File: config.mk
export PLATFORM = sky130hd
export DESIGN_NAME = srgb_gamma_correct_color_blend_top
export DESIGN_NICKNAME = d
export VERILOG_FILES = /design/src/rtl/sgcb_pkg.sv /design/src/rtl/sgcb_chan_lane.sv /design/src/rtl/sgcb_alpha_lane.sv /design/src/rtl/sgcb_out_skid.sv /design/src/rtl/srgb_gamma_correct_color_blend_top.sv
export SDC_FILE = /design/constraint.sdc
export NUM_CORES = 2
export LEC_CHECK = 0
export BUFFER_PORTS_ARGS = -buffer_cell sky130_fd_sc_hd__buf_4
export CORE_UTILIZATION = 50
export CTS_CLUSTER_SIZE = 12
export DETAILED_ROUTE_END_ITERATION = 8
export PLACE_DENSITY = 0.64
export SLEW_MARGIN = 25
export SYNTH_ARGS = -nofsm -noshare
export SYNTH_HDL_FRONTEND = slang
export SYNTH_SLANG_ARGS = --single-unit
File: constraint.sdc
create_clock -name clk -period 14.4 [get_ports clk]
set_input_delay 0.72 -clock clk [delete_from_list [all_inputs] [get_ports clk]]
set_output_delay 0.72 -clock clk [all_outputs]
set_load 0.1 [all_outputs]
File: src/rtl/sgcb_pkg.sv
// sgcb_pkg: shared widths, types and the srgb decode table for the gamma-correct blender
// used by every module under rtl/; no dependencies
`default_nettype none

package sgcb_pkg;

	localparam int LINEAR_BITS = 12;
	localparam int WEIGHT_BITS = 8;
	localparam int CODE_BITS   = 8;
	localparam int WIN_BITS    = 9;
	localparam int COLOR_BITS  = 32;
	localparam int IN_TDATA_W  = 80;
	localparam int OUT_TDATA_W = 32;

	localparam int LIN_MAX = (1 << LINEAR_BITS) - 1;
	localparam int W_FULL  = 1 << WEIGHT_BITS;
	localparam int W_HALF  = W_FULL / 2;

	// search stages, then the whole lane depth: the decode and blend stages plus the search stages
	localparam int SRCH_STAGES = CODE_BITS;
	localparam int PIPE_DEPTH  = 2 + SRCH_STAGES;

	localparam int PROD_W  = LINEAR_BITS + WEIGHT_BITS + 1;
	localparam int APROD_W = CODE_BITS + WEIGHT_BITS + 1;

	typedef logic [LINEAR_BITS-1:0] lin_t;
	typedef logic [WEIGHT_BITS:0]   wgt_t;
	typedef logic [CODE_BITS-1:0]   code_t;
	typedef logic [(1 << CODE_BITS)-1:0][LINEAR_BITS-1:0] dec_tab_t;

	typedef struct packed {
		code_t red;
		code_t green;
		code_t blue;
		code_t alpha;
	} pix_t;

	// srgb to linear, fixed point, worked out at elaboration
	function automatic dec_tab_t build_dec_tab();
		dec_tab_t    tab;
		logic [63:0] n;
		logic [63:0] u;
		logic [63:0] u2;
		logic [63:0] lo;
		logic [63:0] hi;
		logic [63:0] mid;
		logic [63:0] p;
		logic [63:0] lin;
		logic [63:0] s;
		int          c;
		int          it;
		int          j;
		s = 64'(LIN_MAX);
		for (c = 0; c < (1 << CODE_BITS); c++) begin
			if (c <= 10) begin
				tab[c] = LINEAR_BITS'((64'(20 * c) * s + 64'd32946) / 64'd65892);
			end else if (c == (1 << CODE_BITS) - 1) begin
				tab[c] = LINEAR_BITS'(s);
			end else begin
				n  = 64'(1000 * c + 14025);
				u  = (n << 32) / 64'd269025;
				u2 = (u * u) >> 32;
				lo = 64'd0;
				hi = 64'hFFFF_FFFF;
				for (it = 0; it < 33; it++) begin
					if (lo < hi) begin
						mid = lo + ((hi - lo + 64'd1) >> 1);
						p   = mid;
						for (j = 0; j < 4; j++) begin
							p = (p * mid) >> 32;
						end
						if (p <= u2) begin
							lo = mid;
						end else begin
							hi = mid - 64'd1;
						end
					end
				end
				lin    = (u2 * lo) >> 32;
				tab[c] = LINEAR_BITS'((lin * s + 64'h8000_0000) >> 32);
			end
		end
		return tab;
	endfunction

	localparam dec_tab_t DEC_TAB = build_dec_tab();

endpackage

`default_nettype wire

File: src/rtl/sgcb_chan_lane.sv
// sgcb_chan_lane: one colour channel - decode, linear blend, binary search re-encode
// depends on sgcb_pkg (decode table, widths)
`default_nettype none

module sgcb_chan_lane
	import sgcb_pkg::*;
(
	input  wire logic  clk,
	input  wire logic  en,
	input  wire code_t code_a,
	input  wire code_t code_b,
	input  wire wgt_t  wgt,
	output code_t      code_out
);

	lin_t lin_a_s1;
	lin_t lin_b_s1;
	wgt_t wgt_s1;
	lin_t lin_s2;

	// index 0 is stage 3, last index is stage 10
	code_t srch_code_s [SRCH_STAGES];
	lin_t  srch_lin_s  [SRCH_STAGES];

	logic [PROD_W-1:0] blend_sum;

	always_ff @(posedge clk) begin
		if (en) begin
			lin_a_s1 <= DEC_TAB[code_a];
			lin_b_s1 <= DEC_TAB[code_b];
			wgt_s1   <= wgt;
		end
	end

	assign blend_sum = PROD_W'(lin_a_s1) * PROD_W'(wgt_t'(W_FULL) - wgt_s1)
		+ PROD_W'(lin_b_s1) * PROD_W'(wgt_s1) + PROD_W'(W_HALF);

	always_ff @(posedge clk) begin
		if (en) begin
			lin_s2 <= blend_sum[LINEAR_BITS+WEIGHT_BITS-1:WEIGHT_BITS];
		end
	end

	// one code bit per stage, msb first; entry 0 always fits
	for (genvar g = 0; g < SRCH_STAGES; g++) begin : g_srch
		code_t prev_code;
		lin_t  prev_lin;
		code_t cand;
		if (g == 0) begin : g_first
			assign prev_code = '0;
			assign prev_lin  = lin_s2;
		end else begin : g_next
			assign prev_code = srch_code_s[g-1];
			assign prev_lin  = srch_lin_s[g-1];
		end
		assign cand = prev_code | (code_t'(1) << (SRCH_STAGES - 1 - g));
		always_ff @(posedge clk) begin
			if (en) begin
				srch_code_s[g] <= (DEC_TAB[cand] <= prev_lin) ? cand : prev_code;
				srch_lin_s[g]  <= prev_lin;
			end
		end
	end

	assign code_out = srch_code_s[SRCH_STAGES-1];

endmodule

`default_nettype wire

File: src/rtl/sgcb_alpha_lane.sv
// sgcb_alpha_lane: straight alpha interpolation, delayed to line up with the colour lanes
// depends on sgcb_pkg (widths, pipeline depth)
`default_nettype none

module sgcb_alpha_lane
	import sgcb_pkg::*;
(
	input  wire logic  clk,
	input  wire logic  en,
	input  wire code_t alpha_a,
	input  wire code_t alpha_b,
	input  wire wgt_t  wgt,
	output code_t      alpha_out
);

	logic [APROD_W-1:0] mix;
	code_t              alpha_s [PIPE_DEPTH];

	assign mix = APROD_W'(alpha_a) * APROD_W'(wgt_t'(W_FULL) - wgt)
		+ APROD_W'(alpha_b) * APROD_W'(wgt);

	always_ff @(posedge clk) begin
		if (en) begin
			alpha_s[0] <= mix[CODE_BITS+WEIGHT_BITS-1:WEIGHT_BITS];
			for (int i = 1; i < PIPE_DEPTH; i++) begin
				alpha_s[i] <= alpha_s[i-1];
			end
		end
	end

	assign alpha_out = alpha_s[PIPE_DEPTH-1];

endmodule

`default_nettype wire

File: src/rtl/sgcb_out_skid.sv
// sgcb_out_skid: takes the pixel merged from the lane results and holds it in an output/skid pair
// depends on sgcb_pkg (pix_t)
`default_nettype none

module sgcb_out_skid
	import sgcb_pkg::*;
(
	input  wire logic               clk,
	input  wire logic               arst_n,
	input  wire logic               in_valid,
	input  wire pix_t               in_pix,
	input  wire logic               m_tready,
	output logic                    m_tvalid,
	output logic [OUT_TDATA_W-1:0]  m_tdata,
	output logic                    en
);

	logic out_valid_q;
	logic skid_valid_q;
	pix_t out_pix_q;
	pix_t skid_pix_q;
	logic take;
	logic incoming;

	assign en       = !skid_valid_q;
	assign take     = out_valid_q && m_tready;
	assign incoming = en && in_valid;

	always_ff @(posedge clk or negedge arst_n) begin
		if (!arst_n) begin
			out_valid_q  <= 1'b0;
			skid_valid_q <= 1'b0;
		end else if (incoming) begin
			if (!out_valid_q || take) begin
				out_valid_q <= 1'b1;
			end else begin
				skid_valid_q <= 1'b1;
			end
		end else if (take) begin
			if (skid_valid_q) begin
				skid_valid_q <= 1'b0;
			end else begin
				out_valid_q <= 1'b0;
			end
		end
	end

	always_ff @(posedge clk) begin
		if (incoming && (!out_valid_q || take)) begin
			out_pix_q <= in_pix;
		end else if (incoming) begin
			skid_pix_q <= in_pix;
		end else if (take && skid_valid_q) begin
			out_pix_q <= skid_pix_q;
		end
	end

	assign m_tvalid = out_valid_q;
	assign m_tdata  = OUT_TDATA_W'(out_pix_q);

`ifndef ASSERT_OFF
	a_skid_needs_out: assert property (@(posedge clk) disable iff (!arst_n)
		skid_valid_q |-> out_valid_q)
		else $error("skid holds a beat while the output register is empty");

	a_skid_fills: assert property (@(posedge clk) disable iff (!arst_n)
		(incoming && out_valid_q && !m_tready) |=> skid_valid_q)
		else $error("arriving beat lost while output stalled");

	a_skid_drains: assert property (@(posedge clk) disable iff (!arst_n)
		(skid_valid_q && m_tready) |=> (out_valid_q && !skid_valid_q))
		else $error("skid beat not moved to the output register");
`endif

endmodule

`default_nettype wire

File: src/rtl/srgb_gamma_correct_color_blend_top.sv
// srgb_gamma_correct_color_blend_top: gamma-correct rgba8888 blend, one beat per clock while the skid stage is empty
// path: an accepted input beat passes the 10 lane stages, then the output register, to m_axis_tvalid
// throughput: one beat per cycle while the skid stage is empty; each search stage is one table read with a compare
// back-pressure: an output/skid pair decouples the sides, s_axis_tready is a flop output
// reset: arst_n clears the stage valid bits and the output/skid valids; payload is not reset
// depends on sgcb_pkg, sgcb_chan_lane, sgcb_alpha_lane, sgcb_out_skid
`default_nettype none

module srgb_gamma_correct_color_blend_top
	import sgcb_pkg::*;
(
	input  wire logic                   clk,
	input  wire logic                   arst_n,
	// slave side
	input  wire logic                   s_axis_tvalid,
	output logic                        s_axis_tready,
	// color_a [31:0], color_b [63:32], blend_weight [72:64], zero pad [79:73]
	input  wire logic [IN_TDATA_W-1:0]  s_axis_tdata,
	// master side
	output logic                        m_axis_tvalid,
	input  wire logic                   m_axis_tready,
	// blended_color [31:0]
	output logic [OUT_TDATA_W-1:0]      m_axis_tdata
);

	logic [COLOR_BITS-1:0] color_a;
	logic [COLOR_BITS-1:0] color_b;
	logic [WIN_BITS-1:0]   blend_weight;
	wgt_t                  wgt_sat;
	logic                  en;
	logic                  accept;

	// one valid bit per lane stage, index 0 is stage 1
	logic [PIPE_DEPTH-1:0] vld_s;

	pix_t lane_pix;

	// unpack the input beat
	assign color_a      = s_axis_tdata[COLOR_BITS-1:0];
	assign color_b      = s_axis_tdata[2*COLOR_BITS-1:COLOR_BITS];
	assign blend_weight = s_axis_tdata[2*COLOR_BITS+WIN_BITS-1:2*COLOR_BITS];

	// weight above full scale clamps to fully color_b
	always_comb begin
		if ((WEIGHT_BITS+WIN_BITS+1)'(blend_weight) > (WEIGHT_BITS+WIN_BITS+1)'(W_FULL)) begin
			wgt_sat = wgt_t'(W_FULL);
		end else begin
			wgt_sat = wgt_t'(blend_weight);
		end
	end

	// the whole lane pipeline moves only while the skid stage is empty
	assign s_axis_tready = en;
	assign accept        = s_axis_tvalid && en;

	always_ff @(posedge clk or negedge arst_n) begin
		if (!arst_n) begin
			vld_s <= '0;
		end else if (en) begin
			vld_s <= {vld_s[PIPE_DEPTH-2:0], accept};
		end
	end

	// three colour lanes side by side: red, green, blue
	sgcb_chan_lane u_lane_red (
		.clk      (clk),
		.en       (en),
		.code_a   (color_a[31:24]),
		.code_b   (color_b[31:24]),
		.wgt      (wgt_sat),
		.code_out (lane_pix.red)
	);

	sgcb_chan_lane u_lane_green (
		.clk      (clk),
		.en       (en),
		.code_a   (color_a[23:16]),
		.code_b   (color_b[23:16]),
		.wgt      (wgt_sat),
		.code_out (lane_pix.green)
	);

	sgcb_chan_lane u_lane_blue (
		.clk      (clk),
		.en       (en),
		.code_a   (color_a[15:8]),
		.code_b   (color_b[15:8]),
		.wgt      (wgt_sat),
		.code_out (lane_pix.blue)
	);

	// alpha has no gamma, just a delayed linear mix
	sgcb_alpha_lane u_lane_alpha (
		.clk       (clk),
		.en        (en),
		.alpha_a   (color_a[7:0]),
		.alpha_b   (color_b[7:0]),
		.wgt       (wgt_sat),
		.alpha_out (lane_pix.alpha)
	);

	// merge lanes into one pixel and buffer it for the master side
	sgcb_out_skid u_out (
		.clk      (clk),
		.arst_n   (arst_n),
		.in_valid (vld_s[PIPE_DEPTH-1]),
		.in_pix   (lane_pix),
		.m_tready (m_axis_tready),
		.m_tvalid (m_axis_tvalid),
		.m_tdata  (m_axis_tdata),
		.en       (en)
	);

endmodule

`default_nettype wire

Word-level counts from Yosys, hierarchy flattened
Memories as Yosys holds them, arrays and structs flattened. A register that Yosys moved wholly into a read port is not among the register bits.
Cells that the tools add are included.
Widths: inputs -> output; s select.
{ "classes": {"n_addsub": 9, "multipliers": 8, "div_mod_pow": 0, "magnitude_cmp": 46, "eq_ne": 4, "n_shift": 0, "muxes": 57, "bitwise_logic": 1, "reduce_logical": 20} }
{ "ops": {"columns": ["op", "n"], "rows": [
  ["$le 12x12->1", 21],
  ["$mux 12", 21],
  ["$lt 8x9->1 const B", 21],
  ["$mux 32", 3],
  ["$add 20x20->20", 3],
  ["$add 20x8->20 const B", 3],
  ["$mul 12x9->20", 3],
  ["$mul 12x21->20", 2],
  ["$le 10x12->1 const A", 3],
  ["$mux 8", 3],
  ["$mux 7", 3],
  ["$mul 13x10->20", 1],
  ["$sub 9x9->10 const A", 2],
  ["$mux 6", 3],
  ["$mul 8x17->16", 1],
  ["$add 16x16->16", 1],
  ["$mul 8x9->16", 1],
  ["$mux 5", 3],
  ["$mux 4", 3],
  ["$mux 1", 11],
  ["$gt 9x9->1 const B", 1],
  ["$mux 3", 3],
  ["$mux 9", 1],
  ["$logic_not 1->1", 8],
  ["8 further kinds", 20]
]} }
{ "totals": {"ff_bits": 121, "latch_bits": 0, "ram_bits": 560, "mem_bits_ro": 50688, "in_bits": 84, "output_inout_bits": 34, "n_memories": 34} }
{ "memory_table": {"columns": ["memory", "words", "width", "read_ports", "rd_ports_with_merged_regs", "wr", "line_no", "rtl"], "rows": [
  ["(no name shown)", 256, 12, 1, 1, 0, "sgcb_chan_lane.sv:29", "lin_a_s1 <= DEC_TAB[code_a];"],
  ["(no name shown)", 256, 12, 1, 1, 0, "sgcb_chan_lane.sv:29", null],
  ["(no name shown)", 256, 12, 1, 1, 0, "sgcb_chan_lane.sv:30", "lin_b_s1 <= DEC_TAB[code_b];"],
  ["(no name shown)", 256, 12, 1, 1, 0, "sgcb_chan_lane.sv:30", null],
  ["(no name shown)", 256, 12, 1, 1, 0, "sgcb_chan_lane.sv:29", null],
  ["(no name shown)", 256, 12, 1, 1, 0, "sgcb_chan_lane.sv:30", null],
  ["28 more memories", null, null, null, null, null, null, null]
]} }

Depth between registers and ports, before layout
{ "depth": {"depth_word": 5, "ltp_mapped": 31, "mapped_depth_nobuf": 27} }

Modules after synthesis
A second synthesis with hierarchy kept.
{ "unflattened": {"hier_cells": 9514, "hier_area_um2": 83543.9} }
{ "by_module_without_submodules": {"columns": ["mod", "n_inst", "cells_each", "area_per_inst_um2", "seq_area_each_um2"], "rows": [
  ["sgcb_chan_lane (u_lane_red)", 1, 2913, 24546.0, 4954.8],
  ["sgcb_chan_lane (u_lane_blue)", 1, 2933, 24270.8, 4954.8],
  ["sgcb_chan_lane (u_lane_green)", 1, 2871, 24243.3, 4954.8],
  ["sgcb_alpha_lane", 1, 654, 7468.4, 2402.3],
  ["sgcb_out_skid", 1, 113, 2549.9, 1971.9],
  ["srgb_gamma_correct_color_blend_top", 1, 30, 465.4, 250.2]
]} }

Worst setup path after synthesis
OpenSTA, ideal clock, no wires.
{ "synth_path": {"path_type": "register to register", "start": "register u_out.skid_valid_q", "end": "register u_out.out_pix_q, in the netlist u_out.m_tdata[0] (enable)", "setup_ns": 0.470, "t_arrival_ns": 15.541, "required_ns": 13.930, "setup_slack_ns": -1.611, "path_stages_with_launch": 4, "cell_sequence": "dfrtp_1 -> inv_1 -> nand2_1 -> a21boi_0"} }
{ "synth_via": {"elab_chain_len": 5, "word_cells_on_any_way": 7} }
{ "synth_rtl": {"columns": ["element", "line_no", "rtl"], "rows": [
  ["start: declaration", "sgcb_out_skid.sv:19", "logic skid_valid_q;"],
  ["start signal: assignment", "sgcb_out_skid.sv:32", "skid_valid_q <= 1'b0;"],
  ["start signal: assignment", "sgcb_out_skid.sv:37", "skid_valid_q <= 1'b1;"],
  ["start signal: assignment", "sgcb_out_skid.sv:41", "skid_valid_q <= 1'b0;"],
  ["$logic_not 1->1 *", "sgcb_out_skid.sv:25", "assign en = !skid_valid_q;"],
  ["via s_axis_tready", "srgb_gamma_correct_color_blend_top.sv:16", "output logic s_axis_tready,"],
  ["$logic_and 1x1->1 *", "sgcb_out_skid.sv:27", "assign incoming = en && in_valid;"],
  ["$logic_and 1x1->1", "sgcb_out_skid.sv:49", "if (incoming && (!out_valid_q || take)) begin"],
  ["$ne 2x2->1 (no source line) / $reduce_bool 2->1 (equally long branches)", null, null],
  ["$reduce_and 2->1 (no source line) *", null, null],
  ["end signal: assignment", "sgcb_out_skid.sv:50", "out_pix_q <= in_pix;"],
  ["end signal: assignment", "sgcb_out_skid.sv:54", "out_pix_q <= skid_pix_q;"],
  ["end: declaration", "sgcb_out_skid.sv:20", "pix_t out_pix_q;"]
]} }
The timed path passes the listed nets; every way through them passes the cells marked *.
A chain may end at the register's enable or synchronous reset.

==> results.toml <==
[status]
status = "finished with violations"
violations = "design-rule violations"

[global_route]
grt_max_degree = 130
antenna_found_initial = 3
grt_pass1_vias = 65300
grt.total_usage_pct = 25.8
grt_pass1_wl_um = 348000
grt.overflow.total = 0

[cts]
post_cts_resized = 0
numCtsBuffers = 75
cts_tree = "built"
cts.path.max_buffers = 3
htree_levels = 3
cts-root-buf = "clkbuf_16"
clk_pin_slew_ps = 60
clock_sinks = 633
insertion_delay_ps = 670

[sta]
min_period_over_period_pct = 59.2
rsz0062_at_grt = "false"
worstMarginPinSlew_ps = 1020
min_period_ps = 8520
max_freq_mhz = 117
fin_tns_setup_ps = 0
skew_ps = 55.3
finalSetupViolCount = 0
relSlewSlack_pct = 31.4
slew_viol_final = 0
hold_viol = 0

[floorplan]
initial_core_util_pct = 50.4
io_pins = 118
die_w_um = 407
die_area_mm2 = 0.165
core_mm2 = 0.163
row_count = 148
die_h_um = 407

[routing]
wire_per_inst_um = 19.1
drc_errors = 8
wirelength_um = 214000
antenna_left = 0
viasPerCell = 5.97
dr.pass1.iters = 9
num_vias = 67000
drt_iter0_markers = 7277

[yosys]
ys_async_sr_fraction_pct = 1.90
ys_warn_count = 0
ys_top_cells_by_area = "edfxtp_1 23%, fa_1 17%, ha_1 12%"
synth_commonest_cells = "1274 x inv_1, 1061 x nand2_1, 763 x ha_1, 715 x fa_1, 621 x edfxtp_1"
syn-cell-area_mm2 = 0.0819
yosysUniqueCellTypes = 93
synth_top_flop_cell = "edfxtp_1"
yosys.area.top_type = "edfxtp_1"
ys_seq_area_share_pct = 23.1
synth_seq_cells = 633
synth_edf_count = 621
synth_cells = 9401
avgSynthCellArea_um2 = 8.71
synth_most_common_cell = "inv_1"
synth_top_area_share_pct = 22.8

[setup_path]
setup.worst_path.start_class = "flip-flop"
cp.arrival_ps = 8940
worst-setup-path-type = "reg2reg"
critPathCaptureType = "flip-flop"
required_ps = 14820
path_max_fanout = 40

[placement]
place_hpwl_um = 154000
io_buffers = 110
gp_congestion = 0.952

[final_layout]
regArea_mm2 = 0.0189
antenna_cells = 0
layout.nets = 10500
drive_above_1_share_pct = 5.48
synthToLayoutAreaGrowth_pct = 4.82
multi_input_area_mm2 = 0.0555
fillCellCount = 15000

[job]
drv_cap = 0

[worst_hold_path]
hold_class = "in2reg"
[per-stage QoR]
stage | utilization (%) | cell area (um^2) | setup WS (ps) | std cells | hold WS, ps
2_1_floorplan | - | 81900 | 3690 | 9414 | 400
3_3_place_gp | 51.3 | 83300 | 6050 | 11100 | 400
3_5_place_dp | 51.3 | 83300 | 5890 | 11100 | 405
4_1_cts | 52.8 | 85800 | 5890 | 11200 | 196
5_1_grt | 52.8 | 85800 | 5460 | 11200 | 213
6_report | 52.8 | 85800 | 5880 | 11200 | 245
[per-layer routing]
layer	global-route usage, %	share of wire (%)	up-vias
met1	36.0	43	32600
met3	2.81	6.8	409
met2	41.9	47	2672
met5	0	0	-
met4	7.97	2.9	0
li1	-	-	31300
[repair_timing]
item	in CTS	in global routing
buffers inserted	0	0
endpoints found under the hold margin	12	0
hold buffers	1	0
endpoints found under the setup margin	0	0
[state kept, by name (all words and copies together) (netlist names)]
name / flops
u_lane_green.g_srch.prev_lin: 12
u_out.m_tdata: 32
u_lane_blue.srch_code_s: 36
u_lane_red.srch_code_s: 36
u_lane_alpha.alpha_s: 80
u_lane_green.lin_a_s1: 12
u_lane_red.lin_b_s1: 12
u_lane_blue.srch_lin_s: 84
u_lane_blue.g_srch.prev_lin: 12
u_out.skid_valid_q: 1
u_lane_green.srch_lin_s: 84
u_lane_blue.lin_a_s1: 12
u_lane_green.lin_b_s1: 12
u_lane_red.g_srch.prev_lin: 12
vld_s: 10
u_lane_blue.lin_b_s1: 12
u_out.m_tvalid: 1
u_lane_green.srch_code_s: 36
u_lane_green.wgt_s1: 9
u_out.skid_pix_q: 32
u_lane_red.srch_lin_s: 84
u_lane_red.lin_a_s1: 12
[critical path, stage by stage, from the launching register on]
cell	delay, ps
edfxtp_1	350
buf_4	310
nor4_1	570
and4bb_2	350
xor2_2	540
buf_4	470
nand2_1	140
fa_1	550
inv_1	50
fa_1	500
inv_1	50
fa_1	470
inv_1	50
fa_1	500
fa_1	510
fa_1	490
inv_1	50
fa_1	500
inv_1	50
ha_1	190
or3_1	410
a211oi_1	220
o21a_1	220
o21ai_0	140
a31oi_1	270
o21bai_1	110
xor2_1	140
[kinds of logic after synthesis]
group | after synthesis | synth area share, %
simple gates | 2709 | 15.5
compound gates | 2255 | 17.6
buf+inv | 1974 | 9.23
fa+ha+maj | 1478 | 29.1
flops | 633 | 23.1
mux | 209 | 3.84
xor+xnor | 141 | 1.52
other cells | 2 | 0.00917
[layout make-up]
cell class | instances | share of cell area [%]
multi-input combinational | 6807 | 64.7
clock buffer | 88 | 2.24
tap | 2175 | 3.17
clock inverter | 43 | 0.589
inverter | 1295 | 5.67
sequential | 633 | 22.1
timing repair buffer | 175 | 1.59
[placed cells by master (no fill, tap or decap), types with 20 or more instances in the layout]
master,instances
inv_1,1272
and3_1,21
o31ai_1,64
o221ai_1,30
clkbuf_16,75
nand4_1,69
clkinv_1,28
a21oi_1,554
xnor2_1,101
o22ai_1,57
a21boi_0,21
o21a_1,34
and2_1,369
o21ai_0,598
or2_2,29
a31oi_1,111
mux2i_1,63
a21o_1,112
nor2b_1,116
o2111ai_1,22
mux4_2,77
mux2_2,69
o21bai_1,20
edfxtp_1,621
nand2_1,1061
o211ai_1,155
xor2_1,33
a221oi_1,30
a311oi_1,53
a211oi_1,149
or3_1,37
ha_1,763
o311ai_0,52
fa_1,715
nand3b_1,27
buf_4,170
nand3_1,108
nand2b_1,135
nor3_1,158
nor2_1,540
[worst paths after layout]
check | from | to | slack [ps] | cells past startpoint
hold reg to reg | u_lane_alpha.alpha_s[2][1]$_DFFE_PN_ | u_lane_alpha.alpha_s[3][1]$_DFFE_PN_ | 410 | 0
setup / recovery | u_lane_green.wgt_s1[2]$_DFFE_PN_ | u_lane_red.g_srch[0].prev_lin[10]$_DFFE_PN_ | 5880 | 26
min in group asynchronous | arst_n | vld_s[1]$_DFFE_PN0N_ | 460 | 2
hold / removal | m_axis_tready | u_out.skid_valid_q$_DFFE_PN0P_ | 250 | 2
setup reg to reg | u_lane_green.wgt_s1[2]$_DFFE_PN_ | u_lane_red.g_srch[0].prev_lin[10]$_DFFE_PN_ | 5880 | 26
max in group asynchronous | arst_n | vld_s[4]$_DFFE_PN0N_ | 13790 | 2
Power is not shown: default switching activity piles up to over one toggle a cycle in this logic, so the estimate is an artifact.
